===== config.mk =====
export PLATFORM = sky130hd
export DESIGN_NAME = srpe_div
export DESIGN_NICKNAME = d
export VERILOG_FILES = /design/src/rtl/srpe_pkg.sv /design/src/rtl/srpe_div.sv
export SDC_FILE = /design/constraint.sdc
export NUM_CORES = 1
export LEC_CHECK = 0
export CORE_MARGIN = 10
export CORE_UTILIZATION = 50
export CTS_BUF_LIST = sky130_fd_sc_hd__clkbuf_16
export CTS_CLUSTER_DIAMETER = 30
export DETAILED_ROUTE_END_ITERATION = 6
export DONT_BUFFER_PORTS = 1
export GPL_TIMING_DRIVEN = 0
export PLACE_DENSITY_LB_ADDON = 0.12
export RECOVER_POWER = 100
export REMOVE_ABC_BUFFERS = 1
export SLEW_MARGIN = 30
export SYNTH_ARGS = -nofsm -noshare
export SYNTH_HDL_FRONTEND = slang
export SYNTH_SLANG_ARGS = --single-unit

===== constraint.sdc =====
create_clock -name clk -period 5.4 [get_ports clk]
set_clock_uncertainty 0.15 [all_clocks]
set_input_delay 0.27 -clock clk [delete_from_list [all_inputs] [get_ports clk]]
set_output_delay 0.27 -clock clk [all_outputs]
set_load 0.02 [all_outputs]

===== src/rtl/srpe_pkg.sv =====
package srpe_pkg;

  localparam int STAR_COUNT = 512;
  localparam int IDX_W = 9;

  localparam logic [1:0] OP_LOAD  = 2'd0;
  localparam logic [1:0] OP_FRAME = 2'd1;
  localparam logic [1:0] OP_STEP  = 2'd2;

  localparam logic signed [15:0] Z_BIAS = 16'sd9000;
  localparam logic signed [15:0] Z_NEAR = 16'sd100;
  localparam logic signed [15:0] ROW_OFS = 16'sd84;
  localparam logic signed [15:0] COL_OFS = 16'sd312;
  localparam logic [15:0] ROW_LIM = 16'd167;
  localparam logic [15:0] COL_LIM = 16'd624;
  localparam logic [7:0] SHADE_BASE = 8'd14;
  localparam logic [15:0] ANG_X_INC = 16'd192;
  localparam logic [15:0] ANG_Y_INC = 16'd128;
  localparam logic [15:0] ANG_Z_INC = 16'hFFC0;

  typedef logic [18:0] pix_t;

  function automatic logic [14:0] quarter_sine(input logic [8:0] j);
    logic [14:0] r;
    case (j)
      9'd0: r=15'h0000; 9'd1: r=15'h00C9; 9'd2: r=15'h0192; 9'd3: r=15'h025B;
      9'd4: r=15'h0324; 9'd5: r=15'h03ED; 9'd6: r=15'h04B6; 9'd7: r=15'h057F;
      9'd8: r=15'h0648; 9'd9: r=15'h0711; 9'd10: r=15'h07D9; 9'd11: r=15'h08A2;
      9'd12: r=15'h096A; 9'd13: r=15'h0A33; 9'd14: r=15'h0AFB; 9'd15: r=15'h0BC3;
      9'd16: r=15'h0C8C; 9'd17: r=15'h0D54; 9'd18: r=15'h0E1C; 9'd19: r=15'h0EE3;
      9'd20: r=15'h0FAB; 9'd21: r=15'h1072; 9'd22: r=15'h113A; 9'd23: r=15'h1201;
      9'd24: r=15'h12C8; 9'd25: r=15'h138F; 9'd26: r=15'h1455; 9'd27: r=15'h151C;
      9'd28: r=15'h15E2; 9'd29: r=15'h16A8; 9'd30: r=15'h176D; 9'd31: r=15'h1833;
      9'd32: r=15'h18F8; 9'd33: r=15'h19BD; 9'd34: r=15'h1A82; 9'd35: r=15'h1B47;
      9'd36: r=15'h1C0B; 9'd37: r=15'h1CCF; 9'd38: r=15'h1D93; 9'd39: r=15'h1E56;
      9'd40: r=15'h1F19; 9'd41: r=15'h1FDC; 9'd42: r=15'h209F; 9'd43: r=15'h2161;
      9'd44: r=15'h2223; 9'd45: r=15'h22E5; 9'd46: r=15'h23A6; 9'd47: r=15'h2467;
      9'd48: r=15'h2527; 9'd49: r=15'h25E8; 9'd50: r=15'h26A8; 9'd51: r=15'h2767;
      9'd52: r=15'h2826; 9'd53: r=15'h28E5; 9'd54: r=15'h29A3; 9'd55: r=15'h2A61;
      9'd56: r=15'h2B1F; 9'd57: r=15'h2BDC; 9'd58: r=15'h2C98; 9'd59: r=15'h2D55;
      9'd60: r=15'h2E10; 9'd61: r=15'h2ECC; 9'd62: r=15'h2F87; 9'd63: r=15'h3041;
      9'd64: r=15'h30FB; 9'd65: r=15'h31B5; 9'd66: r=15'h326E; 9'd67: r=15'h3326;
      9'd68: r=15'h33DE; 9'd69: r=15'h3496; 9'd70: r=15'h354D; 9'd71: r=15'h3603;
      9'd72: r=15'h36B9; 9'd73: r=15'h376F; 9'd74: r=15'h3824; 9'd75: r=15'h38D8;
      9'd76: r=15'h398C; 9'd77: r=15'h3A3F; 9'd78: r=15'h3AF2; 9'd79: r=15'h3BA4;
      9'd80: r=15'h3C56; 9'd81: r=15'h3D07; 9'd82: r=15'h3DB7; 9'd83: r=15'h3E67;
      9'd84: r=15'h3F16; 9'd85: r=15'h3FC5; 9'd86: r=15'h4073; 9'd87: r=15'h4120;
      9'd88: r=15'h41CD; 9'd89: r=15'h4279; 9'd90: r=15'h4325; 9'd91: r=15'h43D0;
      9'd92: r=15'h447A; 9'd93: r=15'h4523; 9'd94: r=15'h45CC; 9'd95: r=15'h4674;
      9'd96: r=15'h471C; 9'd97: r=15'h47C3; 9'd98: r=15'h4869; 9'd99: r=15'h490E;
      9'd100: r=15'h49B3; 9'd101: r=15'h4A57; 9'd102: r=15'h4AFA; 9'd103: r=15'h4B9D;
      9'd104: r=15'h4C3F; 9'd105: r=15'h4CE0; 9'd106: r=15'h4D80; 9'd107: r=15'h4E20;
      9'd108: r=15'h4EBF; 9'd109: r=15'h4F5D; 9'd110: r=15'h4FFA; 9'd111: r=15'h5097;
      9'd112: r=15'h5133; 9'd113: r=15'h51CE; 9'd114: r=15'h5268; 9'd115: r=15'h5301;
      9'd116: r=15'h539A; 9'd117: r=15'h5432; 9'd118: r=15'h54C9; 9'd119: r=15'h555F;
      9'd120: r=15'h55F4; 9'd121: r=15'h5689; 9'd122: r=15'h571D; 9'd123: r=15'h57AF;
      9'd124: r=15'h5841; 9'd125: r=15'h58D3; 9'd126: r=15'h5963; 9'd127: r=15'h59F2;
      9'd128: r=15'h5A81; 9'd129: r=15'h5B0F; 9'd130: r=15'h5B9C; 9'd131: r=15'h5C28;
      9'd132: r=15'h5CB3; 9'd133: r=15'h5D3D; 9'd134: r=15'h5DC6; 9'd135: r=15'h5E4F;
      9'd136: r=15'h5ED6; 9'd137: r=15'h5F5D; 9'd138: r=15'h5FE2; 9'd139: r=15'h6067;
      9'd140: r=15'h60EB; 9'd141: r=15'h616E; 9'd142: r=15'h61EF; 9'd143: r=15'h6270;
      9'd144: r=15'h62F0; 9'd145: r=15'h6370; 9'd146: r=15'h63EE; 9'd147: r=15'h646B;
      9'd148: r=15'h64E7; 9'd149: r=15'h6562; 9'd150: r=15'h65DC; 9'd151: r=15'h6656;
      9'd152: r=15'h66CE; 9'd153: r=15'h6745; 9'd154: r=15'h67BB; 9'd155: r=15'h6831;
      9'd156: r=15'h68A5; 9'd157: r=15'h6918; 9'd158: r=15'h698A; 9'd159: r=15'h69FC;
      9'd160: r=15'h6A6C; 9'd161: r=15'h6ADB; 9'd162: r=15'h6B49; 9'd163: r=15'h6BB6;
      9'd164: r=15'h6C22; 9'd165: r=15'h6C8E; 9'd166: r=15'h6CF8; 9'd167: r=15'h6D60;
      9'd168: r=15'h6DC8; 9'd169: r=15'h6E2F; 9'd170: r=15'h6E95; 9'd171: r=15'h6EFA;
      9'd172: r=15'h6F5D; 9'd173: r=15'h6FC0; 9'd174: r=15'h7021; 9'd175: r=15'h7082;
      9'd176: r=15'h70E1; 9'd177: r=15'h713F; 9'd178: r=15'h719C; 9'd179: r=15'h71F8;
      9'd180: r=15'h7253; 9'd181: r=15'h72AD; 9'd182: r=15'h7306; 9'd183: r=15'h735E;
      9'd184: r=15'h73B4; 9'd185: r=15'h740A; 9'd186: r=15'h745E; 9'd187: r=15'h74B1;
      9'd188: r=15'h7503; 9'd189: r=15'h7554; 9'd190: r=15'h75A4; 9'd191: r=15'h75F2;
      9'd192: r=15'h7640; 9'd193: r=15'h768C; 9'd194: r=15'h76D7; 9'd195: r=15'h7722;
      9'd196: r=15'h776A; 9'd197: r=15'h77B2; 9'd198: r=15'h77F9; 9'd199: r=15'h783E;
      9'd200: r=15'h7883; 9'd201: r=15'h78C6; 9'd202: r=15'h7908; 9'd203: r=15'h7949;
      9'd204: r=15'h7988; 9'd205: r=15'h79C7; 9'd206: r=15'h7A04; 9'd207: r=15'h7A40;
      9'd208: r=15'h7A7B; 9'd209: r=15'h7AB5; 9'd210: r=15'h7AED; 9'd211: r=15'h7B25;
      9'd212: r=15'h7B5B; 9'd213: r=15'h7B90; 9'd214: r=15'h7BC4; 9'd215: r=15'h7BF7;
      9'd216: r=15'h7C28; 9'd217: r=15'h7C58; 9'd218: r=15'h7C87; 9'd219: r=15'h7CB5;
      9'd220: r=15'h7CE2; 9'd221: r=15'h7D0D; 9'd222: r=15'h7D38; 9'd223: r=15'h7D61;
      9'd224: r=15'h7D88; 9'd225: r=15'h7DAF; 9'd226: r=15'h7DD4; 9'd227: r=15'h7DF9;
      9'd228: r=15'h7E1C; 9'd229: r=15'h7E3D; 9'd230: r=15'h7E5E; 9'd231: r=15'h7E7D;
      9'd232: r=15'h7E9B; 9'd233: r=15'h7EB8; 9'd234: r=15'h7ED4; 9'd235: r=15'h7EEE;
      9'd236: r=15'h7F08; 9'd237: r=15'h7F20; 9'd238: r=15'h7F36; 9'd239: r=15'h7F4C;
      9'd240: r=15'h7F60; 9'd241: r=15'h7F73; 9'd242: r=15'h7F85; 9'd243: r=15'h7F96;
      9'd244: r=15'h7FA5; 9'd245: r=15'h7FB3; 9'd246: r=15'h7FC0; 9'd247: r=15'h7FCC;
      9'd248: r=15'h7FD7; 9'd249: r=15'h7FE0; 9'd250: r=15'h7FE8; 9'd251: r=15'h7FEF;
      9'd252: r=15'h7FF4; 9'd253: r=15'h7FF8; 9'd254: r=15'h7FFC; 9'd255: r=15'h7FFD;
      9'd256: r=15'h7FFE;
      default: r = 15'h0000;
    endcase
    return r;
  endfunction

  // 1024 steps per turn, mirrored quarter wave
  function automatic logic signed [15:0] rom_sine(input logic [9:0] i);
    logic [8:0] j;
    logic signed [15:0] v;
    j = {1'b0, i[7:0]};
    if (i[8]) j = 9'd256 - {1'b0, i[7:0]};
    v = $signed({1'b0, quarter_sine(j)});
    return i[9] ? -v : v;
  endfunction

  function automatic logic [1:0] depth_shade(input logic [4:0] c);
    logic [1:0] r;
    case (c)
      5'd11, 5'd12, 5'd13: r = 2'd1;
      default: r = (c >= 5'd14) ? 2'd3 : 2'd2;
    endcase
    return r;
  endfunction

endpackage


===== src/rtl/srpe_div.sv =====
// signed restoring divider, truncates toward zero, one quotient bit a cycle
module srpe_div import srpe_pkg::*; (
  input  logic               clk,
  input  logic               rst,
  input  logic               start,
  input  logic signed [31:0] dividend,
  input  logic signed [15:0] divisor,
  output logic               done,
  output logic signed [31:0] quotient
);

  logic [31:0] num;
  logic [31:0] rem;
  logic [15:0] den;
  logic [5:0]  cnt;
  logic        neg;
  logic        busy;
  logic [32:0] trial;

  assign trial = {rem, num[31]} - {17'd0, den};

  always_ff @(posedge clk) begin
    if (rst) begin
      busy <= 1'b0;
      done <= 1'b0;
    end else begin
      done <= 1'b0;
      if (start) begin
        busy <= 1'b1;
        num  <= dividend[31] ? 32'(-dividend) : dividend;
        den  <= divisor[15] ? 16'(-divisor) : divisor;
        neg  <= dividend[31] ^ divisor[15];
        rem  <= '0;
        cnt  <= 6'd0;
      end else if (busy) begin
        if (!trial[32]) rem <= trial[31:0];
        else rem <= {rem[30:0], num[31]};
        num <= {num[30:0], ~trial[32]};
        cnt <= cnt + 6'd1;
        if (cnt == 6'd31) begin
          busy <= 1'b0;
          done <= 1'b1;
        end
      end
    end
  end

  assign quotient = neg ? 32'(-num) : num;

endmodule

After elaboration in Yosys (flattened, before gate mapping)
Index checks and enable logic that the tools add are counted.

storage, ports and cells
  flip-flop bits (word level) = 89
  latch bits = 0
  memory bits (writable) = 0
  memory bits (read-only) = 0
  input port bits = 51
  output and inout bits = 33
  word-level logic and storage cells = 34
  memories kept = 0

operators by class
  add/sub/neg operators = 5
  $mul = 0
  divide/modulo/power cells = 0
  order comparisons = 0
  equal/unequal tests = 1
  shifts and indexed selects = 0
  muxes and demuxes = 12
  bitwise operators = 4
  reduce and logical (&&, ||, !) cells = 4

operators by type and width
  kind                                                  count
  two-way mux 32 bit                                    6
  negation 32 bit                                       2
  subtractor 33 x 16 -> 33 bit                          1
  negation 16 bit                                       1
  two-way mux 15 bit                                    1
  adder 6 x 1 -> 6 bit (second input constant)          1
  equality test 6 x 5 -> 1 bit (second input constant)  1
  two-way mux 6 bit                                     1
  two-way mux 1 bit                                     4
  AND reduction 2 bit                                   2
  inverter 1 bit                                        3
  OR reduction 3 bit                                    1
  nonzero test 2 bit                                    1
  XOR 1 bit                                             1

Logic depth before layout (Yosys ltp)
Gate-level depths: netlist (run 1).

  depth after elaboration = 4
  depth in mapped cells = 12
  mapped depth without buffers = 10

Least setup slack after synthesis (run 1)
OpenSTA, ideal clock, no wires.

  path type = input-to-reg
  from = input port start
  to = register cnt[0] (enable)
  setup time = 0.498 ns
  arrival = 3.829 ns
  data required time = 4.752 ns
  setup slack = 0.922 ns
  cell stages on the path = 4
  path buffers = 2
  cell sequence = clkbuf_1 clkbuf_1 nor2_1 nor2_1

between the ends
  cells in the longest elaborated chain, start to end = 2

ends and longest elaborated chain
  what                                  line            RTL
  start: declaration                    srpe_div.sv:5   input logic start,
  nonzero test 2 bit (no source line)   -
  AND reduction 2 bit (no source line)  -
  end signal: assignment                srpe_div.sv:39  cnt <= cnt + 6'd1;
  end: declaration                      srpe_div.sv:15  logic [5:0] cnt;

No other way between the ends.
A chain may end at the register's enable or synchronous reset.

Worst setup path after layout (run 1)
  from = register busy
  to = register num[21] (enable)

between the ends
  cells in the longest elaborated chain, start to end = 2

ends and longest elaborated chain
  what                                  line            RTL
  start: declaration                    srpe_div.sv:17  logic busy;
  start signal: assignment              srpe_div.sv:24  busy <= 1'b0;
  start signal: assignment              srpe_div.sv:29  busy <= 1'b1;
  start signal: assignment              srpe_div.sv:41  busy <= 1'b0;
  nonzero test 2 bit (no source line)   -
  AND reduction 2 bit (no source line)  -
  end signal: assignment                srpe_div.sv:30  num <= dividend[31] ? 32'(-dividend) : dividend;
  end signal: assignment                srpe_div.sv:38  num <= {num[30:0], ~trial[32]};
  end: declaration                      srpe_div.sv:12  logic [31:0] num;

No other way between the ends.

==> impl_results.md, run 1 <==
* Final hold violation count at 0
* Top layer in use: met4
* Hold_buf cts at 18
* Worst r2r path cells at 6
* Post-synthesis sequential area ratio at 0.421
* Synth top area share at 0.414
* Hold Path End: den[13]
* Wl on met1 at approximately 6600 um
* Met3 Wirelength at ~1100 um
* Comb pwr share at 0.220
* Clock Sinks at between 80 and 90
* Syn avg cell area at 9.22 um^2
* Vias post-DR at a little over 5000
* Synth top area cells: edfxtp_1, xnor2_1, a21oi_1
* Clk_lat worst skew at 350 ps
* Die area at 0.0175 mm^2
* Synth Flop Type: edfxtp_1
* RSZ-0062 raised after global routing: no
* Layout cells sized above 1 at 0.0489
* Yosys warning total at 0
* Rows at 40
* Fin cells at 864
* Initial Util at 0.518
* ANT nets after route at 0
* Leakage power at 2.45 nW
* Met2 routed wirelength at around 8000 um
* Vias in the first global route at 5102
* CTS tree: built
* Drt pass-1 iters at 6
* Mapped Cells at 684
* Critical path cell sequence: nor2_1, nor2_1, clkbuf_1, clkbuf_1, clkbuf_1, buf_8
* Rel. slew slack at 0.0890
* Die W at 132 um
* CP max stage delay at about 900 ps
* IO Pins at 84
* Power per cell area at 286 mW/mm^2
* Final #Nets at 763
* Crit path time final at 4220 ps
* Total GRT Usage at 0.175
* Max-slew violation count at 0
* Reg area at around 0.0027 mm^2
* Leading cell type in the layout, fill and taps excluded: edfxtp_1
* Setup slack, reg-to-reg at 1180 ps
* Part of the power in registers at 0.438
* Num CTS Buffers at 9
* Multi-input combinational cell area at 0.00344 mm^2
* CTS Root Cell: clkbuf_16
* Die height at about 130 um
* Ys async rst share at 0
* Hold Path Cell Cnt at 1
* Status: finished, final reports clean
* Final design area excluding fillers at 0.00697 mm^2
* Clock power frac at 0.342
* Placed cell count at 829
* Reg2reg end: num[21]
* First-pass GRT wire length at 25600 um
* DR vias/cell at 5.97
* Period Utilization, post-route at 0.781
* Min-Delay Startpoint: divisor[13]
* Post-CTS Resized at 0
* FF+latch count, synth at 89
* FMAX at around 240 MHz
* Slowest CP cell: nor2_1
* Synth area leader: edfxtp_1
* Worst path most repeated cell: clkbuf_1
* Netlist Area Pre-Place at 0.00630 mm^2
* Clock Tree Buf Depth at 2
* CP endpoint kind: register
* Gr ovfl total at 0
* Detail Placement HPWL at 10700 um
* Crit path DAT at just over 4000 ps
* RR Startpoint: busy
* Psw at 0.000597 W
* Antenna diodes at 0
* Layout area overhead at 10.5%
* Initial drt markers at 392
* Post-synth EDFFs at 87
* Worst Tran Pin Value at 1360 ps
* # DRC at 0
* Final WL at roughly 16000 um
* Most frequent cells in the layout: edfxtp_1, a21oi_1, nand2_1
* Hold Crit Class: input pin to register
* Crit Path Class: register to register
* Initial antenna violation count at 0
* Required time worst endpoint at 5310 ps
* Fillers at 1086
* Internal power at 0.00140 W
* Routed wire per std cell at 18.1 um
* PortBufs at 0
* Max Cap Viol at 0
* Htree depth at 3
* CP Launch Type: register
* Crit Path Max Fanout at 17
* Post-CTS Setup Inserts at 0
* Cell Area, Placed at approximately 0.0065 mm^2
* Netlist cell types at 53
* Hold slack final at roughly 12 ps
* Core area at 0.0122 mm^2
* Largest net degree at the start of global routing at 60
* Gpl congestion at 0.826
* Reg clk slew, reported paths at 70 ps
* Net Sw Frac at 0.299
* VDD IR max at 180 uV
* Setup violators final at 0
## area by class of cell
class,instances,share of cell area
Timing Repair Buffer,25,0.0352
Sequential cell,89,0.381
Tap cell,168,0.0302
Inverter,26,0.0140
Clock buffer,9,0.0323
Multi-Input combinational cell,540,0.494
Clock inverter,7,0.0133
## power by group through the flow
| stage | Combinational [W] | Clock, W | Sequential, W |
|---|---|---|---|
| finish | 0.000439 | 0.000683 | 0.000874 |
| CTS | 0.000451 | 0.000694 | 0.000872 |
| floorplan | 0.000330 | 0 | 0.000877 |
| detailed placement | 0.000426 | 0 | 0.000887 |
| global placement | 0.000397 | 0 | 0.000890 |
| global route | 0.000489 | 0.000723 | 0.000880 |
## cells by family after synthesis
logic type,Yosys count,share of synthesized area
AO/OA/AOI/OAI,176,0.170
AND/OR/NAND/NOR,253,0.204
buffers and inverters,55,0.0353
multiplexers,6,0.0105
adder cells (fa/ha/maj),21,0.0429
XOR/XNOR,84,0.117
flip-flops,89,0.421
## metal layers
metal	GRT usage	vias to the layer above
met3	0.0625	20
met1	0.205	2486
met2	0.300	129
met4	0.0410	0
li1	-	2525
met5	0	-
## synthesized netlist by cell type (6+ instances only)
cell,number
nand3_1,12
ha_1,20
or3_1,21
nor4_1,11
nor2b_1,9
inv_1,26
nand2_1,68
nor3_1,12
or4_1,15
o21ai_0,43
o41ai_1,9
a21o_1,6
nand2b_1,15
or2_2,7
clkbuf_1,18
xor2_1,40
o31ai_1,25
nor2_1,62
edfxtp_1,87
a21oi_1,70
xnor2_1,44
## per-stage QoR
stage | utilization | power, W | setup slack (ps) | TNS, ps
2_1_floorplan | - | 0.00121 | 1450 | 0
3_3_place_gp | 0.525 | 0.00129 | -96.5 | -6500
3_5_place_dp | 0.538 | 0.00131 | 1610 | 0
4_1_cts | 0.581 | 0.00202 | 1570 | 0
5_1_grt | 0.573 | 0.00209 | 854 | 0
6_report | 0.573 | 0.00200 | 1180 | 0
## worst max-delay path, delay by kind of cell (launching register included)
family	cells	cell delay (ps)
buffers and inverters	4	2500
flip-flops	1	330
AND/OR/NAND/NOR	2	940
## worst max-delay path by stage
| stage | from | to | slack, ps | depth (start not counted) |
|---|---|---|---|---|
| floorplan | busy | cnt[0] | 1450 | 2 |
| global placement | busy | num[27] | -100 | 2 |
| detailed placement | den[0] | rem[28] | 1610 | 9 |
| CTS | num[0] | quotient[31] | 1570 | 7 |
| global route | busy | num[28] | 850 | 6 |
| finish | busy | num[21] | 1180 | 6 |
## registers in the layout, summed over array words and instances, names as in the netlist
name,cells
rem,32
done,1
cnt,6
den,16
neg,1
busy,1
num,32
(Power assumes the default switching activity.)
==> run 2: changes to the inputs <==
--- a/config.mk
+++ b/config.mk
@@ -5,6 +5,7 @@
 export SDC_FILE = /design/constraint.sdc
 export NUM_CORES = 1
 export LEC_CHECK = 0
+export ABC_AREA = 1
 export CORE_MARGIN = 10
 export CORE_UTILIZATION = 50
 export CTS_BUF_LIST = sky130_fd_sc_hd__clkbuf_16
==> constraint.sdc (replaced) <==
create_clock -name clk -period 3.8 [get_ports clk]
set_clock_uncertainty 0.15 [all_clocks]
set_input_delay 0.19 -clock clk [delete_from_list [all_inputs] [get_ports clk]]
set_output_delay 0.19 -clock clk [all_outputs]
set_load 0.02 [all_outputs]
==> run 2 against run 1 <==
Fmax grew 26%. Critical path depth grew 9. Flip-flop and latch count is the same. First-iteration DRC count grew 14%. Combinational power grew 82%. Largest cell class unchanged. Non-clock buffer count grew 24. Sequential share of layout area shrank 6.2 points. Count of clock-buffer cells in the layout is the same.
==> impl_results.md, run 2 <==
* Status: finished, final reports clean (unchanged)
* CTS Root Cell: clkbuf_16 (unchanged)
* Wl on met1 at 8380 um (was 6560 um)
* Netlist Area Pre-Place at 0.00747 mm^2 (was 0.00630 mm^2)
* Syn avg cell area at 6.92 um^2 (was 9.22 um^2)
* Reg area at 0.00265 mm^2 (unchanged)
* FF+latch count, synth at 89 (unchanged)
* Setup tns final at 0 ps (unchanged)
* Max-slew violation count at 0 (unchanged)
* Leakage power at 3.83 nW (was 2.45 nW)
* Die height at 142 um (was 132 um)
* Reg clk slew, reported paths at 70 ps (about the same)
* Drt pass-1 iters at 5 (was 6)
* Post-CTS Resized at 0 (unchanged)
* Worst path most repeated cell: nand2_1 (was clkbuf_1)
* Top layer in use: met4 (unchanged)
* Crit path DAT at 3300 ps (was 4130 ps)
* Top Registers: num: 32 flops, rem: 32 flops, den: 16 flops (unchanged)
* Num CTS Buffers at 9 (unchanged)
* Gr ovfl total at 0 (unchanged)
* Layout cells sized above 1 at 0.0438 (was 0.0489)
* Worst Tran Pin Value at 1340 ps (was 1360 ps)
* Setup ws final at 462 ps (was 1180 ps)
* Post-Route Utilization at 0.571 (was 0.573)
* Slowest CP cell: nand2_4 (was nor2_1)
* Vias post-DR at 6766 (was 5160)
* Most frequent cells in the layout: nand2_1, inv_1, nor2_1 (was edfxtp_1, a21oi_1, nand2_1)
* RSZ-0062 raised after global routing: no (unchanged)
* Detail Placement HPWL at 14700 um (was 10700 um)
* PortBufs at 0 (unchanged)
* ANT nets after route at 0 (unchanged)
* Netlist cell types at 42 (was 53)
* Antenna diodes at 0 (unchanged)
* DR vias/cell at 5.20 (was 5.97)
* Initial antenna violation count at 0 (unchanged)
* Commonest cells post-synth: nand2_1, inv_1, nor2_1, edfxtp_1, nand3_1 (was edfxtp_1, a21oi_1, nand2_1, nor2_1, xnor2_1)
* Clock Tree Buf Depth at 2 (unchanged)
* Ys async rst share at 0 (unchanged)
* # DRC at 0 (unchanged)
* Setup violators final at 0 (unchanged)
* Die area at 0.0202 mm^2 (was 0.0175 mm^2)
* Crit Path Max Fanout at 41 (was 17)
* Synth Flop Type: edfxtp_1 (unchanged)
* Post-synthesis sequential area ratio at 0.355 (was 0.421)
* Comb pwr share at 0.267 (was 0.220)
* Clk_lat worst skew at 360 ps (was 350 ps)
* Post-synth EDFFs at 87 (unchanged)
* Gpl congestion at 0.904 (was 0.826)
* Post-synthesis mux area share at 0 (was 0.0105)
* Internal power at 0.00197 W (was 0.00140 W)
* CP delay by family, top: simple AND/OR/NAND/NOR gates (was buffers and inverters)
* Setup slack, reg-to-reg at 460 ps (was 1180 ps)
* Crit Path Class: register to register (unchanged)
* FMAX at 300 MHz (was 237 MHz)
* Core area at 0.0146 mm^2 (was 0.0122 mm^2)
* Pre-CTS setup slack at 573 ps (was 1610 ps)
* Final #Nets at 1185 (was 763)
* Clock power frac at 0.318 (was 0.342)
* CP Launch Type: register (unchanged)
* Power per cell area at 358 mW/mm^2 (was 286 mW/mm^2)
* Initial drt markers at 448 (was 392)
* Post-Synth Adder-Cell Area at 0.0362 (was 0.0429)
* Max Cap Viol at 0 (unchanged)
* Synth top area cells: edfxtp_1, nand2_1, inv_1 (was edfxtp_1, xnor2_1, a21oi_1)
* Routed wire per std cell at 15.1 um (was 18.1 um)
* Hold slack final at 5.46 ps (was 12.4 ps)
* Initial Util at 0.512 (was 0.518)
* Cell Area, Placed at 0.00767 mm^2 (was 0.00655 mm^2)
* Period Utilization, post-route at 0.878 (was 0.781)
* IO Pins at 84 (unchanged)
* Combinational family with the most area after synthesis: simple AND/OR/NAND/NOR gates (unchanged)
* Final WL at 19600 um (was 15600 um)
* Clock Sinks at 89 (unchanged)
* First-pass GRT wire length at 32100 um (was 25600 um)
* Vias in the first global route at 6451 (was 5102)
* Required time worst endpoint at 3760 ps (was 5310 ps)
* WP buf/inv at 3 (was 4)
* Layout area overhead at 11.6% (was 10.5%)
* Net Sw Frac at 0.342 (was 0.299)
* Met2 routed wirelength at 9590 um (was 7790 um)
* Most numerous cell in the Yosys netlist: nand2_1 (was edfxtp_1)
* CP max stage delay at 410 ps (was 880 ps)
* Critical path cell sequence: inv_1, ha_1, fa_1, inv_1, nand3_1, nand2_1, nand2_1, nand2_1, nand2_1, nand3_2, nand2_4, nand2_4, inv_4, nor2_1, nor2_1 (was nor2_1, nor2_1, clkbuf_1, clkbuf_1, clkbuf_1, buf_8)
* Part of the power in registers at 0.415 (was 0.438)
* Compound-Gate Fraction of Synth Area at 0.0803 (was 0.170)
* CTS tree: built (unchanged)
* Synth top area share at 0.350 (was 0.414)
* Final design area excluding fillers at 0.00833 mm^2 (was 0.00697 mm^2)
* Die W at 142 um (was 132 um)
* Fillers at 1368 (was 1086)
* Post-synthesis xor/xnor area fraction at 0.0845 (was 0.117)
* Psw at 0.00102 W (was 0.000597 W)
* Largest net degree at the start of global routing at 58 (was 60)
* Htree depth at 3 (unchanged)
* Synth area leader: edfxtp_1 (unchanged)
* CP endpoint kind: register (unchanged)
* Multi-input combinational cell area at 0.00403 mm^2 (was 0.00344 mm^2)
* Simple-gate share of the synthesized area at 0.342 (was 0.204)
* Rel. slew slack at 0.102 (was 0.0890)
* Leading cell type in the layout, fill and taps excluded: nand2_1 (was edfxtp_1)
* VDD IR max at 211 uV (was 180 uV)
* Yosys warning total at 0 (unchanged)
* Mapped Cells at 1079 (was 684)
* Final hold violation count at 0 (unchanged)
* Crit path time final at 3340 ps (was 4220 ps)
* Total GRT Usage at 0.196 (was 0.175)
* Met3 Wirelength at 1350 um (was 1060 um)
* Hold Crit Class: input pin to register (unchanged)
* Rows at 44 (was 40)
## run 2: cell count changes in the layout (fill, tap and decap cells not counted), moves of 25 or more
| cell | previous run | this run |
|---|---|---|
| dlygate4sd3_1 | 18 | 43 |
| inv_1 | 26 | 159 |
| xnor2_1 | 44 | 18 |
| nand2_1 | 68 | 306 |
| a21oi_1 | 70 | 34 |
| nor2_1 | 62 | 142 |
| nand3_1 | 12 | 78 |
## run 2: through the flow
step / total power [W] / cells
floorplan: 0.00184 / 1053
global placement: 0.00201 / 1237
detailed placement: 0.00202 / 1242
CTS: 0.00303 / 1302
global route: 0.00316 / 1302
finish: 0.00299 / 1302
## run 2: worst paths after layout
check,startpoint,to,cells past startpoint
setup / recovery,num[31],rem[14],15
setup reg to reg,num[31],rem[14],15
hold reg to reg,busy,busy,2
hold / removal,dividend[9],num[9],2
## run 2: logic make-up after synthesis
logic type                 count (synthesis)
DFF                                       89
xor gates and xnor gates                  72
adders and majority gates                 21
buffers and inverters                    190
and+or+nand+nor                          593
AOI/OAI and AO/OA                        114
## run 2: cell type report
type | instances | area share
clock buffer | 9 | 0.0270
inverter | 164 | 0.0743
tap | 184 | 0.0276
sequential | 89 | 0.318
clock inverter | 7 | 0.0101
multi-input combinational | 800 | 0.483
timing repair buffer | 49 | 0.0595
## run 2: routing by layer
metal | vias to the layer above | global-route usage
li1 | 3532 | -
met1 | 3042 | 0.234
met2 | 172 | 0.340
met3 | 20 | 0.0461
met4 | 0 | 0.0635
met5 | - | 0
## run 2: power by group through the flow
stage,Clock (W),Combinational [W],Sequential [W]
global placement,0,0.000745,0.00127
floorplan,0,0.000597,0.00125
finish,0.000951,0.000797,0.00124
global route,0.00101,0.000901,0.00125
CTS,0.000977,0.000820,0.00124
detailed placement,0,0.000764,0.00126
## run 2: what timing repair did
action / CTS / global route
setup buffers: 0 / 0
hold buffers: 44 / 0
endpoints found under the hold margin: 72 / 0
==> run 3: changes to the inputs <==
--- a/config.mk
+++ b/config.mk
@@ -7,7 +7,7 @@
 export LEC_CHECK = 0
 export ABC_AREA = 1
 export CORE_MARGIN = 10
-export CORE_UTILIZATION = 50
+export CORE_UTILIZATION = 59
 export CTS_BUF_LIST = sky130_fd_sc_hd__clkbuf_16
 export CTS_CLUSTER_DIAMETER = 30
 export DETAILED_ROUTE_END_ITERATION = 6
==> run 3 against run 2 <==
Clock power fell by 5.0%. Flip-flop and latch count did not move. Worst hold slack better by 5.3 ps. Cell count decreased by 1.2%. The run now ends with capacitance limit, slew limit left. Sequential power barely moved. Global-route usage increased by 2.4 points. Fmax is 2.0% higher. Combinational power decreased by 1%. Via count is 1.6% higher. Critical path depth is the same. Register-to-register slack gained 60 ps.
==> impl_results.md, run 3 (synthesis results as in run 2) <==
* Status: finished with violations (was finished, final reports clean)
* Failing checks: capacitance limit, slew limit
* Top Registers: num: 32 flops, rem: 32 flops, den: 16 flops (unchanged)
* Die height at 132 um (was 142 um)
* CTS tree: built (unchanged)
* Hold Path End: den[6] (was num[9])
* Vias in the first global route at 6753 (was 6451)
* Vias post-DR at 6875 (was 6766)
* Max Cap Viol at 1 (was 0)
* Htree depth at 3 (unchanged)
* IO Pins at 84 (unchanged)
* ANT nets after route at 0 (unchanged)
* Part of the power in registers at 0.423 (was 0.415)
* Min-Delay Startpoint: divisor[6] (was dividend[9])
* Routed wire per std cell at 14.9 um (was 15.1 um)
* Hold_buf cts at 41 (was 44)
* # DRC at 0 (unchanged)
* Power per cell area at 354 mW/mm^2 (was 358 mW/mm^2)
* Num CTS Buffers at 9 (unchanged)
* CP endpoint kind: register (unchanged)
* Fillers at 1147 (was 1368)
* Die area at 0.0176 mm^2 (was 0.0202 mm^2)
* Pre-CTS setup slack at 669 ps (was 573 ps)
* Placed cell count at 1230 (was 1242)
* Gpl congestion at 0.903 (was 0.904)
* Setup tns final at 0 ps (unchanged)
* Initial drt markers at 375 (was 448)
* Leakage power at 3.81 nW (was 3.83 nW)
* Hold Path Cell Cnt at 2 (unchanged)
* Initial antenna violation count at 0 (unchanged)
* Setup violators final at 0 (unchanged)
* Psw at 0.000979 W (was 0.00102 W)
* Die W at 132 um (was 142 um)
* Required time worst endpoint at 3760 ps (about the same)
* Setup ws final at 526 ps (was 462 ps)
* Final #Nets at 1182 (was 1185)
* Net Sw Frac at 0.334 (was 0.342)
* Post-CTS Resized at 0 (unchanged)
* Rel. slew slack at -0.156 (was 0.102)
* Worst Tran Pin Value at 1730 ps (was 1340 ps)
* Reg2reg end: rem[10] (was rem[14])
* Layout cells sized above 1 at 0.0368 (was 0.0438)
* RSZ-0062 raised after global routing: no (unchanged)
* Period Utilization, post-route at 0.862 (was 0.878)
* First-pass GRT wire length at 32200 um (was 32100 um)
* Crit Path Max Fanout at 41 (unchanged)
* Worst r2r path cells at 15 (unchanged)
* Antenna diodes at 0 (unchanged)
* Setup slack, reg-to-reg at 530 ps (was 460 ps)
* Drt pass-1 iters at 5 (unchanged)
* FMAX at 305 MHz (was 300 MHz)
* Crit path DAT at 3230 ps (was 3300 ps)
* Gr ovfl total at 0 (unchanged)
* Comb pwr share at 0.268 (was 0.267)
* Detail Placement HPWL at 14300 um (was 14700 um)
* Core area at 0.0125 mm^2 (was 0.0146 mm^2)
* Internal power at 0.00195 W (was 0.00197 W)
* Hold Crit Class: input pin to register (unchanged)
* Clock Tree Buf Depth at 2 (unchanged)
* Crit Path Class: register to register (unchanged)
* Layout area overhead at 10.7% (was 11.6%)
* Crit path time final at 3270 ps (was 3340 ps)
* VDD IR max at 276 uV (was 211 uV)
* Leading cell type in the layout, fill and taps excluded: nand2_1 (unchanged)
* CP Launch Type: register (unchanged)
* Clock power frac at 0.308 (was 0.318)
* Reg clk slew, reported paths at 70 ps (about the same)
* Clk_lat worst skew at 350 ps (was 360 ps)
* Fin cells at 1287 (was 1302)
* DR vias/cell at 5.34 (was 5.20)
* Initial Util at 0.596 (was 0.512)
* PortBufs at 0 (unchanged)
* Largest net degree at the start of global routing at 47 (was 58)
* Clock Sinks at 89 (unchanged)
* RR Startpoint: num[31] (unchanged)
* Max-slew violation count at 47 (was 0)
* Total GRT Usage at 0.221 (was 0.196)
* Most frequent cells in the layout: nand2_1, inv_1, nor2_1 (unchanged)
* Final hold violation count at 0 (unchanged)
* Post-CTS Setup Inserts at 0 (unchanged)
* CTS Root Cell: clkbuf_16 (unchanged)
* Rows at 41 (was 44)
* Final WL at 19100 um (was 19600 um)
## run 3: power groups by stage
stage	combinational, W	clock [W]	sequential [W]
global placement	0.000736	0	0.00127
floorplan	0.000597	0	0.00125
finish	0.000786	0.000903	0.00124
CTS	0.000813	0.000917	0.00124
detailed placement	0.000761	0	0.00126
global route	0.000893	0.000953	0.00125
## run 3: layer usage
layer	vias to the layer above	GRT usage	share of wire
met2	228	0.384	0.48
met4	0	0.0935	0.030
met3	41	0.0526	0.078
met1	3073	0.253	0.41
li1	3533	-	-
met5	-	0	0
## run 3: critical path, cell delays in order (launching register included)
cell and delay [ps]:
edfxtp_1 340, inv_1 90, ha_1 230, fa_1 420, inv_1 100, nand3_1 70
nand2_1 150, nand2_1 70, nand2_1 110, nand2_1 220, nand3_1 190, nand2_4 140
nand2_4 400, inv_4 160, nor2_1 130, nor2_1 60
## run 3: area by class of cell
class                           count  area, um^2  area share
Clock buffer                        9         225      0.0272
Tap cell                          172         215      0.0260
Multi-Input combinational cell    800        4020       0.486
Clock inverter                      7        72.6     0.00878
Sequential cell                    89        2650       0.321
Inverter                          164         621      0.0751
Timing Repair Buffer               46         464      0.0562
## run 3: worst max-delay path by stage
stage                  from  slack (ps)      end  depth (start not counted)
global route        num[31]         240  rem[15]                         15
floorplan             start       -1110   cnt[0]                          2
finish              num[31]         530  rem[10]                         15
global placement      start       -3340  rem[28]                          2
CTS                 num[31]         650  rem[10]                         15
detailed placement  num[31]         670  rem[14]                         15
## run 3: stage by stage
stage | power (W) | hold WS [ps] | util | cell area (um^2)
5_1_grt | 0.00310 | 29.1 | 0.660 | 8270
4_1_cts | 0.00297 | 0.423 | 0.670 | 8390
3_5_place_dp | 0.00202 | 113 | 0.613 | 7670
2_1_floorplan | 0.00184 | 109 | - | 7320
6_report | 0.00293 | 10.7 | 0.660 | 8270
3_3_place_gp | 0.00200 | 111 | 0.602 | 7540
